<file path="config.mk">
export PLATFORM = sky130hd
export DESIGN_NAME = lifo_stack_with_search_unit_flat
export DESIGN_NICKNAME = d
export VERILOG_FILES = /design/src/rtl/lss_pkg.sv /design/src/rtl/lss_req_if.sv /design/src/rtl/lss_rsp_if.sv /design/src/rtl/lss_ram.sv /design/src/rtl/lss_front.sv /design/src/rtl/lss_back.sv /design/src/rtl/lifo_stack_with_search_unit.sv /design/src/flat_wrapper.sv
export SDC_FILE = /design/constraint.sdc
export NUM_CORES = 1
export LEC_CHECK = 0
export BUFFER_PORTS_ARGS = -buffer_cell sky130_fd_sc_hd__buf_4
export CAP_MARGIN = 25
export CELL_PAD_IN_SITES_DETAIL_PLACEMENT = 0
export CELL_PAD_IN_SITES_GLOBAL_PLACEMENT = 1
export CORE_MARGIN = 10
export CORE_UTILIZATION = 29
export CTS_CLUSTER_SIZE = 30
export DETAILED_ROUTE_END_ITERATION = 8
export PLACE_DENSITY = 0.48
export SYNTH_ARGS = -nofsm -noshare
export SYNTH_HDL_FRONTEND = slang
export SYNTH_SLANG_ARGS = --single-unit
</file>
<file path="constraint.sdc">
create_clock -name clock -period 12.4 [get_ports clock]
set_clock_uncertainty 0.15 [all_clocks]
set_input_delay 1.86 -clock clock [delete_from_list [all_inputs] [get_ports clock]]
set_output_delay 1.86 -clock clock [all_outputs]
set_load 0.05 [all_outputs]
</file>
<file path="src/rtl/lss_pkg.sv">
package lss_pkg;

   localparam int WordWidth = 32;
   localparam int PosWidth  = 5;

   typedef enum logic [1:0] {
      OP_PUSH    = 2'd0,
      OP_POP     = 2'd1,
      OP_DISPLAY = 2'd2,
      OP_SEARCH  = 2'd3
   } lss_op_type;

   typedef enum logic [1:0] {
      STS_OK        = 2'd0,
      STS_OVERFLOW  = 2'd1,
      STS_EMPTY     = 2'd2,
      STS_NOT_FOUND = 2'd3
   } lss_status_type;

   typedef enum logic [1:0] {
      ST_IDLE,
      ST_POP,
      ST_WALK
   } lss_state_type;

   typedef struct packed {
      lss_op_type                  op;
      logic signed [WordWidth-1:0] operand;
   } lss_cmd_type;

   typedef struct packed {
      logic        valid;
      lss_cmd_type cmd;
   } lss_head_type;

endpackage

</file>
<file path="src/rtl/lss_req_if.sv">
interface lss_req_if import lss_pkg::*; ();
   logic                        valid;
   logic                        ready;
   logic [1:0]                  opcode;
   logic signed [WordWidth-1:0] operand_value;

   modport source (output valid, output opcode, output operand_value, input ready);
   modport sink (input valid, input opcode, input operand_value, output ready);
endinterface

</file>
<file path="src/rtl/lss_rsp_if.sv">
interface lss_rsp_if import lss_pkg::*; ();
   logic                        valid;
   logic                        ready;
   logic [1:0]                  status;
   logic signed [WordWidth-1:0] result_value;
   logic [PosWidth-1:0]         position_from_top;
   logic                        last_of_run;

   modport source (output valid, output status, output result_value,
                   output position_from_top, output last_of_run, input ready);
   modport sink (input valid, input status, input result_value,
                 input position_from_top, input last_of_run, output ready);
endinterface

</file>
<file path="src/rtl/lss_ram.sv">
module lss_ram #(
   parameter int Width = 32,
   parameter int Depth = 16
) (
   input  logic                     clock,
   input  logic                     wr_en,
   input  logic [$clog2(Depth)-1:0] wr_addr,
   input  logic [Width-1:0]         wr_data,
   input  logic [$clog2(Depth)-1:0] rd_addr,
   output logic [Width-1:0]         rd_data
);

   logic [Width-1:0] mem_ff [Depth];
   logic [Width-1:0] rd_data_ff;

   always_ff @(posedge clock) begin
      if (wr_en) begin
         mem_ff[wr_addr] <= wr_data;
      end
      rd_data_ff <= mem_ff[rd_addr];
   end

   assign rd_data = rd_data_ff;

endmodule

</file>
<file path="src/rtl/lss_front.sv">
module lss_front import lss_pkg::*; (
   input  logic         clock,
   input  logic         reset,
   lss_req_if.sink      req_chan,
   output lss_head_type head,
   input  logic         deq
);

   lss_cmd_type entry_ff [2];
   logic        wr_ptr_ff, wr_ptr_in;
   logic        rd_ptr_ff, rd_ptr_in;
   logic [1:0]  fill_ff, fill_in;
   logic        enq;
   logic        take;

   assign req_chan.ready = (fill_ff != 2'd2);
   assign enq  = req_chan.valid && req_chan.ready;
   assign take = deq && (fill_ff != 2'd0);

   always_comb begin
      wr_ptr_in = enq ? ~wr_ptr_ff : wr_ptr_ff;
      rd_ptr_in = take ? ~rd_ptr_ff : rd_ptr_ff;
      fill_in   = fill_ff + {1'b0, enq} - {1'b0, take};
   end

   always_ff @(posedge clock) begin
      if (reset) begin
         wr_ptr_ff <= 1'b0;
         rd_ptr_ff <= 1'b0;
         fill_ff   <= 2'd0;
      end else begin
         wr_ptr_ff <= wr_ptr_in;
         rd_ptr_ff <= rd_ptr_in;
         fill_ff   <= fill_in;
      end
   end

   // The opcode is decoded into an operation as the word enters the queue.
   always_ff @(posedge clock) begin
      if (enq) begin
         entry_ff[wr_ptr_ff].op      <= lss_op_type'(req_chan.opcode);
         entry_ff[wr_ptr_ff].operand <= req_chan.operand_value;
      end
   end

   assign head.valid = (fill_ff != 2'd0);
   assign head.cmd   = entry_ff[rd_ptr_ff];

endmodule

</file>
<file path="src/rtl/lss_back.sv">
module lss_back import lss_pkg::*; #(
   parameter int StackDepth = 16
) (
   input  logic         clock,
   input  logic         reset,
   input  lss_head_type head,
   output logic         deq,
   lss_rsp_if.source    rsp_chan
);

   localparam int CntWidth  = $clog2(StackDepth + 1);
   localparam int AddrWidth = $clog2(StackDepth);

   lss_state_type               state_ff, state_in;
   logic [CntWidth-1:0]         count_ff, count_in;
   logic [AddrWidth-1:0]        addr_ff, addr_in;
   logic [CntWidth-1:0]         pos_ff, pos_in;
   lss_op_type                  op_ff, op_in;
   logic signed [WordWidth-1:0] key_ff, key_in;

   logic                        rsp_valid_ff, rsp_valid_in;
   lss_status_type              status_ff, status_in;
   logic signed [WordWidth-1:0] value_ff, value_in;
   logic [PosWidth-1:0]         position_ff, position_in;
   logic                        last_ff, last_in;
   logic                        out_load;
   logic                        out_free;

   logic                        wr_en;
   logic signed [WordWidth-1:0] rd_data;
   logic                        is_empty;
   logic                        is_full;

   lss_ram #(
      .Width (WordWidth),
      .Depth (StackDepth)
   ) u_ram (
      .clock   (clock),
      .wr_en   (wr_en),
      .wr_addr (count_ff[AddrWidth-1:0]),
      .wr_data (head.cmd.operand),
      .rd_addr (addr_in),
      .rd_data (rd_data)
   );

   assign out_free = !rsp_valid_ff || rsp_chan.ready;
   assign is_empty = (count_ff == '0);
   assign is_full  = (count_ff == CntWidth'(StackDepth));

   // The read address follows the next walk address every cycle, so the
   // registered read data always belongs to the address held in addr_ff.
   always_comb begin
      state_in    = state_ff;
      count_in    = count_ff;
      addr_in     = addr_ff;
      pos_in      = pos_ff;
      op_in       = op_ff;
      key_in      = key_ff;
      deq         = 1'b0;
      wr_en       = 1'b0;
      out_load    = 1'b0;
      status_in   = STS_OK;
      value_in    = '0;
      position_in = '0;
      last_in     = 1'b1;

      case (state_ff)
         ST_IDLE: begin
            if (head.valid) begin
               case (head.cmd.op)
                  OP_PUSH: begin
                     if (out_free) begin
                        deq      = 1'b1;
                        out_load = 1'b1;
                        if (is_full) begin
                           status_in = STS_OVERFLOW;
                        end else begin
                           wr_en    = 1'b1;
                           count_in = count_ff + CntWidth'(1);
                           value_in = head.cmd.operand;
                        end
                     end
                  end
                  OP_POP: begin
                     if (is_empty) begin
                        if (out_free) begin
                           deq       = 1'b1;
                           out_load  = 1'b1;
                           status_in = STS_EMPTY;
                        end
                     end else begin
                        deq      = 1'b1;
                        count_in = count_ff - CntWidth'(1);
                        addr_in  = AddrWidth'(count_ff - CntWidth'(1));
                        state_in = ST_POP;
                     end
                  end
                  default: begin
                     if (is_empty) begin
                        if (out_free) begin
                           deq       = 1'b1;
                           out_load  = 1'b1;
                           status_in = STS_EMPTY;
                        end
                     end else begin
                        deq      = 1'b1;
                        op_in    = head.cmd.op;
                        key_in   = head.cmd.operand;
                        addr_in  = AddrWidth'(count_ff - CntWidth'(1));
                        pos_in   = CntWidth'(1);
                        state_in = ST_WALK;
                     end
                  end
               endcase
            end
         end
         ST_POP: begin
            if (out_free) begin
               out_load = 1'b1;
               value_in = rd_data;
               state_in = ST_IDLE;
            end
         end
         ST_WALK: begin
            if (op_ff == OP_DISPLAY) begin
               if (out_free) begin
                  out_load    = 1'b1;
                  value_in    = rd_data;
                  position_in = PosWidth'(pos_ff);
                  last_in     = (addr_ff == '0);
                  if (addr_ff == '0) begin
                     state_in = ST_IDLE;
                  end else begin
                     addr_in = addr_ff - AddrWidth'(1);
                     pos_in  = pos_ff + CntWidth'(1);
                  end
               end
            end else if (rd_data == key_ff) begin
               if (out_free) begin
                  out_load    = 1'b1;
                  value_in    = key_ff;
                  position_in = PosWidth'(pos_ff);
                  state_in    = ST_IDLE;
               end
            end else if (addr_ff == '0) begin
               if (out_free) begin
                  out_load  = 1'b1;
                  status_in = STS_NOT_FOUND;
                  value_in  = key_ff;
                  state_in  = ST_IDLE;
               end
            end else begin
               addr_in = addr_ff - AddrWidth'(1);
               pos_in  = pos_ff + CntWidth'(1);
            end
         end
         default: begin
            state_in = ST_IDLE;
         end
      endcase

      if (out_load) begin
         rsp_valid_in = 1'b1;
      end else if (rsp_chan.ready) begin
         rsp_valid_in = 1'b0;
      end else begin
         rsp_valid_in = rsp_valid_ff;
      end
   end

   always_ff @(posedge clock) begin
      if (reset) begin
         state_ff     <= ST_IDLE;
         count_ff     <= '0;
         rsp_valid_ff <= 1'b0;
      end else begin
         state_ff     <= state_in;
         count_ff     <= count_in;
         rsp_valid_ff <= rsp_valid_in;
      end
   end

   always_ff @(posedge clock) begin
      addr_ff <= addr_in;
      pos_ff  <= pos_in;
      op_ff   <= op_in;
      key_ff  <= key_in;
      if (out_load) begin
         status_ff   <= status_in;
         value_ff    <= value_in;
         position_ff <= position_in;
         last_ff     <= last_in;
      end
   end

   assign rsp_chan.valid             = rsp_valid_ff;
   assign rsp_chan.status            = status_ff;
   assign rsp_chan.result_value      = value_ff;
   assign rsp_chan.position_from_top = position_ff;
   assign rsp_chan.last_of_run       = last_ff;

endmodule

</file>
<file path="src/rtl/lifo_stack_with_search_unit.sv">
// Bounded last-in-first-out stack of signed 32-bit words with push, pop,
// display and search requests. Requests enter a two-word queue and are
// executed one at a time against a stack memory with one write port and
// one registered read port. A pop reads its word through that port before it
// answers. Display and search walk the memory from the top, one entry per cycle
// after a first registered read, a display only while the output register is
// free; display emits one word per entry and marks the final one with
// last_of_run. Every result waits in an output register, and the back end
// stalls only while that register is full and not taken.
module lifo_stack_with_search_unit import lss_pkg::*; #(
   parameter int STACK_DEPTH = 16
) (
   input logic       clock,
   input logic       reset,
   lss_req_if.sink   req_chan,
   lss_rsp_if.source rsp_chan
);

   lss_head_type head;
   logic         deq;

   lss_front u_front (
      .clock    (clock),
      .reset    (reset),
      .req_chan (req_chan),
      .head     (head),
      .deq      (deq)
   );

   lss_back #(
      .StackDepth (STACK_DEPTH)
   ) u_back (
      .clock    (clock),
      .reset    (reset),
      .head     (head),
      .deq      (deq),
      .rsp_chan (rsp_chan)
   );

endmodule

</file>
<file path="src/flat_wrapper.sv">
// flat-port wrapper written by rule: the top's interface ports become plain ports
module lifo_stack_with_search_unit_flat import lss_pkg::*;
#(
   parameter int STACK_DEPTH = 16
)
  (clock, reset, req_chan_valid, req_chan_opcode, req_chan_operand_value, req_chan_ready, rsp_chan_valid, rsp_chan_status, rsp_chan_result_value, rsp_chan_position_from_top, rsp_chan_last_of_run, rsp_chan_ready);
  lss_req_if req_chan_i ();
  lss_rsp_if rsp_chan_i ();
  input logic clock;
  input logic reset;
  input wire logic [$bits(req_chan_i.valid)-1:0] req_chan_valid;
  input wire logic [$bits(req_chan_i.opcode)-1:0] req_chan_opcode;
  input wire logic [$bits(req_chan_i.operand_value)-1:0] req_chan_operand_value;
  output wire logic [$bits(req_chan_i.ready)-1:0] req_chan_ready;
  output wire logic [$bits(rsp_chan_i.valid)-1:0] rsp_chan_valid;
  output wire logic [$bits(rsp_chan_i.status)-1:0] rsp_chan_status;
  output wire logic [$bits(rsp_chan_i.result_value)-1:0] rsp_chan_result_value;
  output wire logic [$bits(rsp_chan_i.position_from_top)-1:0] rsp_chan_position_from_top;
  output wire logic [$bits(rsp_chan_i.last_of_run)-1:0] rsp_chan_last_of_run;
  input wire logic [$bits(rsp_chan_i.ready)-1:0] rsp_chan_ready;
  assign req_chan_i.valid = req_chan_valid;
  assign req_chan_i.opcode = req_chan_opcode;
  assign req_chan_i.operand_value = req_chan_operand_value;
  assign req_chan_ready = req_chan_i.ready;
  assign rsp_chan_valid = rsp_chan_i.valid;
  assign rsp_chan_status = rsp_chan_i.status;
  assign rsp_chan_result_value = rsp_chan_i.result_value;
  assign rsp_chan_position_from_top = rsp_chan_i.position_from_top;
  assign rsp_chan_last_of_run = rsp_chan_i.last_of_run;
  assign rsp_chan_i.ready = rsp_chan_ready;
  lifo_stack_with_search_unit #(.STACK_DEPTH(STACK_DEPTH)) u_core (.clock(clock), .reset(reset), .req_chan(req_chan_i), .rsp_chan(rsp_chan_i));
endmodule
</file>
# Word level (Yosys, flattened, before mapping)
# Memories as Yosys holds them, arrays and structs flattened. A register that Yosys moved wholly into a read port is not among the register bits.
# Cells that the tools add are included.
# W data, S select, Z words.
# totals
ff_bits	95
latch_bits	0
ram_bits	580
mem_bits_ro	0
out_inout_bits	42
memories	2
# classes
addsub	6
n_mul	0
div	0
magnitude_cmp	0
eq_ne	18
shifts	0
muxes	80
bitwise_logic	4
n_reduce_logical	18
# memory_table
memory	depth	width	read_ports	rd_clocked_by_memory_dff	write_ports	line_no	rtl
u_core.u_back.u_ram.mem_ff	16	32	1	1	1	lss_ram.sv:13	logic [Width-1:0] mem_ff [Depth];
u_core.u_front.entry_ff	2	34	1	1	1	lss_front.sv:9	lss_cmd_type entry_ff [2];
# ops
cell	count
$mux W32	9
$pmux W32 S3	1
$mux W5	13
$mux W2	17
$eq A32 B32 Y1	1
$mux W4	7
$mux W1	26
$pmux W5 S2	2
$reduce_and A6 Y1	3
$ne A2 B2 Y1 const B	7
$ne A3 B3 Y1 const B	4
$add A5 B1 Y5 const B	2
$pmux W2 S2	2
$pmux W4 S2	1
$reduce_bool A2 Y1	4
$pmux W2 S3	1
$eq A5 B5 Y1 const B	1
$logic_not A5 Y1	1
$sub A5 B1 Y5 const B	1
$eq A2 B1 Y1 const B	2
$eq A2 B2 Y1 const B	2
$logic_not A2 Y1	2
$logic_not A4 Y1	1
$not A1 Y1	4
other kinds (11)	12

# Depth between registers and ports, before layout
# depth
word_depth	10
ltp_mapped	14

# By module
# From an unflattened synthesis, not the netlist that was laid out.
# unflattened
cells_unflattened	1333
area_unflattened_um2	27131.0
# by_module_without_submodules
mod	n_inst	cells_per_inst	area_each_um2
lss_ram	1	838	19835.3
lss_back	1	365	4475.5
lss_front	1	130	2820.2

# Worst setup path before layout
# No wires, ideal clock.
# synth_path
path_kind	input -> register
startpoint	input rsp_chan_ready
endpoint	memory u_core.u_back.u_ram.mem_ff[1][0] (enable)
setup_time_ns	0.501
t_arrival_ns	6.260
required_ns	11.749
slack_ns	5.489
stages	6
path_buffers	2
cell_sequence	nor2b_1 clkbuf_1 nor4_1 nand3_1 clkbuf_1 nor4_1
# synth_between
elab_chain_len	7
# synth_lines
item	line_no	rtl
start, declared	flat_wrapper.sv:20	input wire logic [$bits(rsp_chan_i.ready)-1:0] rsp_chan_ready;
$logic_or A1 B1 Y1	lss_back.sv:46	assign out_free = !rsp_valid_ff || rsp_chan.ready;
$mux W1	lss_back.sv:72	if (out_free) begin
$mux W1	lss_back.sv:70	case (head.cmd.op)
$mux W1	lss_back.sv:69	if (head.valid) begin
$mux W1	lss_back.sv:67	case (state_ff)
$mux W1	lss_ram.sv:17	if (wr_en) begin
$mux W1 (not written as such)	lss_ram.sv:18	mem_ff[wr_addr] <= wr_data;
end, declared	lss_ram.sv:13	
# Every way passes these cells.

# Worst setup path after layout
# layout_path
startpoint	register u_core.u_back.key_ff[26]
endpoint	register u_core.u_back.u_ram.rd_data_ff[14], in the netlist u_core.u_back.u_ram.rd_data[14] (read register of u_core.u_back.u_ram.mem_ff)
# layout_between
elab_chain_len	4
# layout_lines
item	line_no	rtl
start, declared	lss_back.sv:19	logic signed [WordWidth-1:0] key_ff, key_in;
start signal, assigned	lss_back.sv:187	key_ff <= key_in;
$eq A32 B32 Y1	lss_back.sv:138	end else if (rd_data == key_ff) begin
$mux W4	lss_back.sv:138	
$mux W4	lss_back.sv:125	if (op_ff == OP_DISPLAY) begin
$pmux W4 S2	lss_back.sv:67	
end, declared	lss_ram.sv:14	logic [Width-1:0] rd_data_ff;
# Every way passes these cells.
# A chain may end at the register's enable or synchronous reset.

==> run metrics <==
crit path to u_core.u_back.u_ram.rd_data[14]; number of distinct library cells after synthesis 55; period utilisation layout 0.471; starting utilization of the core area 0.292; sequential share of the synthesized area 0.763; Die X 326 um; DP HPWL 39,100 um; gr usage total 0.140; CP max-delay cell nor4_1; peak fanout along the critical path 57; peak supply drop 0.181 mV; ANT nets after route 0; Finished Layout Cells 2,965; sequential share of power 0.395; # nets final 1,695; Placed Instances 2,821; Data required, critical path 12,750 ps; initial antenna violation count 0; Syn-to-layout area delta 17.1%; FF-to-FF Start u_core.u_back.key_ff[26]; slowest stage delay, CP 990 ps; Setup crit start u_core.u_back.key_ff[26]; crit end category flip-flop; footprint of the multi-input gates 6190 um2; Hold WC Path Type flip-flop to flip-flop; routed vias 14,237; TritonCTS buffer count 78; gpl congestion 0.727; Die H 326 um; Final min period 5850 ps; Net Sw Power 2800 uW; Register Area 20,800 um2; Clock Latency Late Sink 630 ps; final core utilization 0.342; total of max-cap violations 0; Root Buffer clkbuf_16; RSZ-0062 raised after global routing false; Hold Buf Count CTS 0; r2r setup slk 6550 ps; Most used DFF post-synth edfxtp_1; fillers 8,842; PwrDens 252 nW/um2; post-route DRC violation count 0; number of synthesized flops with an enable pin 659; initial DRC count 1,030; Pleak 0.0103 uW; worst-margin pin slew 1140 ps; mapped cell area 27,200 um2; GRT Residual Overflow 0; r2r endpoint u_core.u_back.u_ram.rd_data[14]; Critical Path Most Common Cell buf_4; Internal Power 5230 uW; global-route wire length before repair 108,000 um; layout cells sized above 1 0.174; die area 107,000 um2; vias in the first global route 14,262; Sw Share 0.349; max-slew violation count 0; Ys Warns 0; total wire length 76,400 um; #FFs+latches synth 708; Relative slew margins 0.235; router iterations before antenna repair 5; syn_area_per_cell 17.7 um2; vias per inst 4.80; CTS resizes 0; FFs w/ async S/R, synth 0; number of clock sinks 708; final hold vios 0; # Post-CTS Setup Buffers 0; I/O pins 80; Comb pwr share 0.328; Final Cell Area 31,900 um2; CTS tree done; fmax 171 MHz; WL/cell 25.8 um; core area 93,200 um2; dpl cell area 29,400 um2; final setup fails 0; Synth Instances 1,535; setup TNS 0 ps; clock network fraction of total power 0.277; Critical Path AT 6190 ps; H-tree Lvls 3; Clock Tree Buf Depth 3; IO Port Bufs 79; largest net degree at the start of global routing 60; kind of critical path flip-flop to flip-flop; Rows 112; Worst-path clk slew 60 ps; status complete, no violations; crit start category flip-flop; CP cell instances xor2_1, nor4_1, nand4_1, o21ai_1, o31ai_2, o221ai_4, buf_4, buf_4, mux2i_1, o22ai_1, or4_1; worst reg-to-reg path cell count 11; syn_nets 1,582
==> how the worst min path moves through the flow <==
stage	slack, ps	start	cells past startpoint	end
detailed placement	350	u_core.u_front.rd_ptr_ff	2	flip-flop
finish	360	u_core.u_front.rd_ptr_ff	2	u_core.u_front.rd_ptr_ff
floorplan	330	u_core.u_front.rd_ptr_ff	2	flip-flop
global route	420	u_core.u_front.rd_ptr_ff	2	flip-flop
global placement	360	u_core.u_front.rd_ptr_ff	2	u_core.u_front.rd_ptr_ff
CTS	370	u_core.u_front.rd_ptr_ff	2	u_core.u_front.rd_ptr_ff
==> final cells by class <==
cell class,count,area share
sequential,708,0.652
multi-input combinational,735,0.194
clock buffer,101,0.0659
tap,1254,0.0492
timing repair buffer,110,0.0265
clock inverter,41,0.0107
inverter,15,0.00177
antenna,1,0.0000785
==> critical path: cells and delay by family (launching register included) <==
kind / cells / cell delay [ps]
AOI/OAI and AO/OA: 4 / 920
xor gates and xnor gates: 1 / 230
buffers and inverters: 2 / 1670
DFF: 1 / 400
muxes: 1 / 270
and+or+nand+nor: 3 / 1940
==> kinds of logic (layout without fill, tap and decap cells) <==
family / count (synthesis) / after routing / synth area share
muxes: 291 / 291 / 0.109
AOI/OAI and AO/OA: 197 / 197 / 0.0511
other: 0 / 1 / 0
xor gates and xnor gates: 47 / 47 / 0.0151
and+or+nand+nor: 191 / 191 / 0.0414
buffers and inverters: 92 / 267 / 0.0171
DFF: 708 / 708 / 0.763
adders and majority gates: 9 / 9 / 0.00413
==> flip-flops by register name (all words and copies together), names as in the netlist, 5 cells and up, named ones only <==
name and count:
u_core.u_back.rsp_chan.result_value 32, u_core.u_back.count_ff 5, u_core.u_back.key_ff 32, u_core.u_back.rsp_chan.position_from_top 5, u_core.u_front.entry_ff 68, u_core.u_back.u_ram.rd_data 32, u_core.u_back.pos_ff 5, u_core.u_back.u_ram.mem_ff 512
==> cells in the final DEF (no fill, tap or decap), drive strengths merged, types with 4 or more instances in the layout <==
master / count
nand3: 15
a21oi: 9
nor2b: 36
xor2: 42
xnor2: 5
bufinv: 4
buf: 110
clkbuf: 101
and2: 13
nor3: 10
nor2: 29
a221o: 30
clkinv: 33
dfxtp: 49
and3: 4
clkinvlp: 4
nand2b: 6
nand4: 8
edfxtp: 659
inv: 15
mux2: 34
mux2i: 257
or4: 33
o22ai: 129
nor4: 12
nand2: 14
ha: 9
o21ai: 9
==> power groups by stage <==
stage / clock, uW / sequential [uW] / combinational (uW)
after floorplan: 0 / 3430 / 1570
after global placement: 0 / 3220 / 2640
after detailed placement: 0 / 3220 / 2670
after CTS: 2280 / 3170 / 2680
after global routing: 2380 / 3190 / 2830
final: 2220 / 3170 / 2630
==> synthesized netlist by cell type (3+ instances only) <==
library cell,count,area share
nor3_1,10,0.0018
inv_1,13,0.0018
o21ai_0,6,0.0011
and2_1,13,0.0030
buf_2,40,0.0074
nor2_1,29,0.0040
mux2_2,34,0.014
mux2i_1,257,0.094
buf_6,5,0.0021
a21oi_1,9,0.0017
buf_4,9,0.0025
buf_1,4,0.00055
nor2b_1,36,0.0083
nand4_1,8,0.0018
and3_1,4,0.00092
or4_1,33,0.0091
nand3_1,13,0.0024
edfxtp_1,659,0.73
dfxtp_1,49,0.036
clkbuf_1,19,0.0026
ha_1,9,0.0041
o22ai_1,129,0.030
a221o_1,30,0.011
nand2b_1,6,0.0014
nor4_1,12,0.0028
xnor2_1,5,0.0016
o21ai_1,3,0.00055
xor2_1,42,0.014
nor3b_1,3,0.00083
nand2_1,14,0.0019
==> stage by stage <==
| step | setup WS [ps] | hold slack, ps | total power, uW |
|---|---|---|---|
| 2_1_floorplan | 5490 | 331 | 5000 |
| 3_3_place_gp | 6540 | 356 | 5860 |
| 3_5_place_dp | 6510 | 348 | 5890 |
| 4_1_cts | 6680 | 373 | 8130 |
| 5_1_grt | 6460 | 419 | 8410 |
| 6_report | 6550 | 364 | 8030 |
==> per-layer routing <==
metal | GRT usage | up-vias | routed length, um
met4 | 0.0368 | 0 | 1720
met3 | 0.0258 | 112 | 3400
met1 | 0.197 | 7438 | 36100
li1 | - | 6373 | -
met5 | 0 | - | 0
met2 | 0.220 | 314 | 35100
Note: power is estimated with default switching activity, not from simulation.
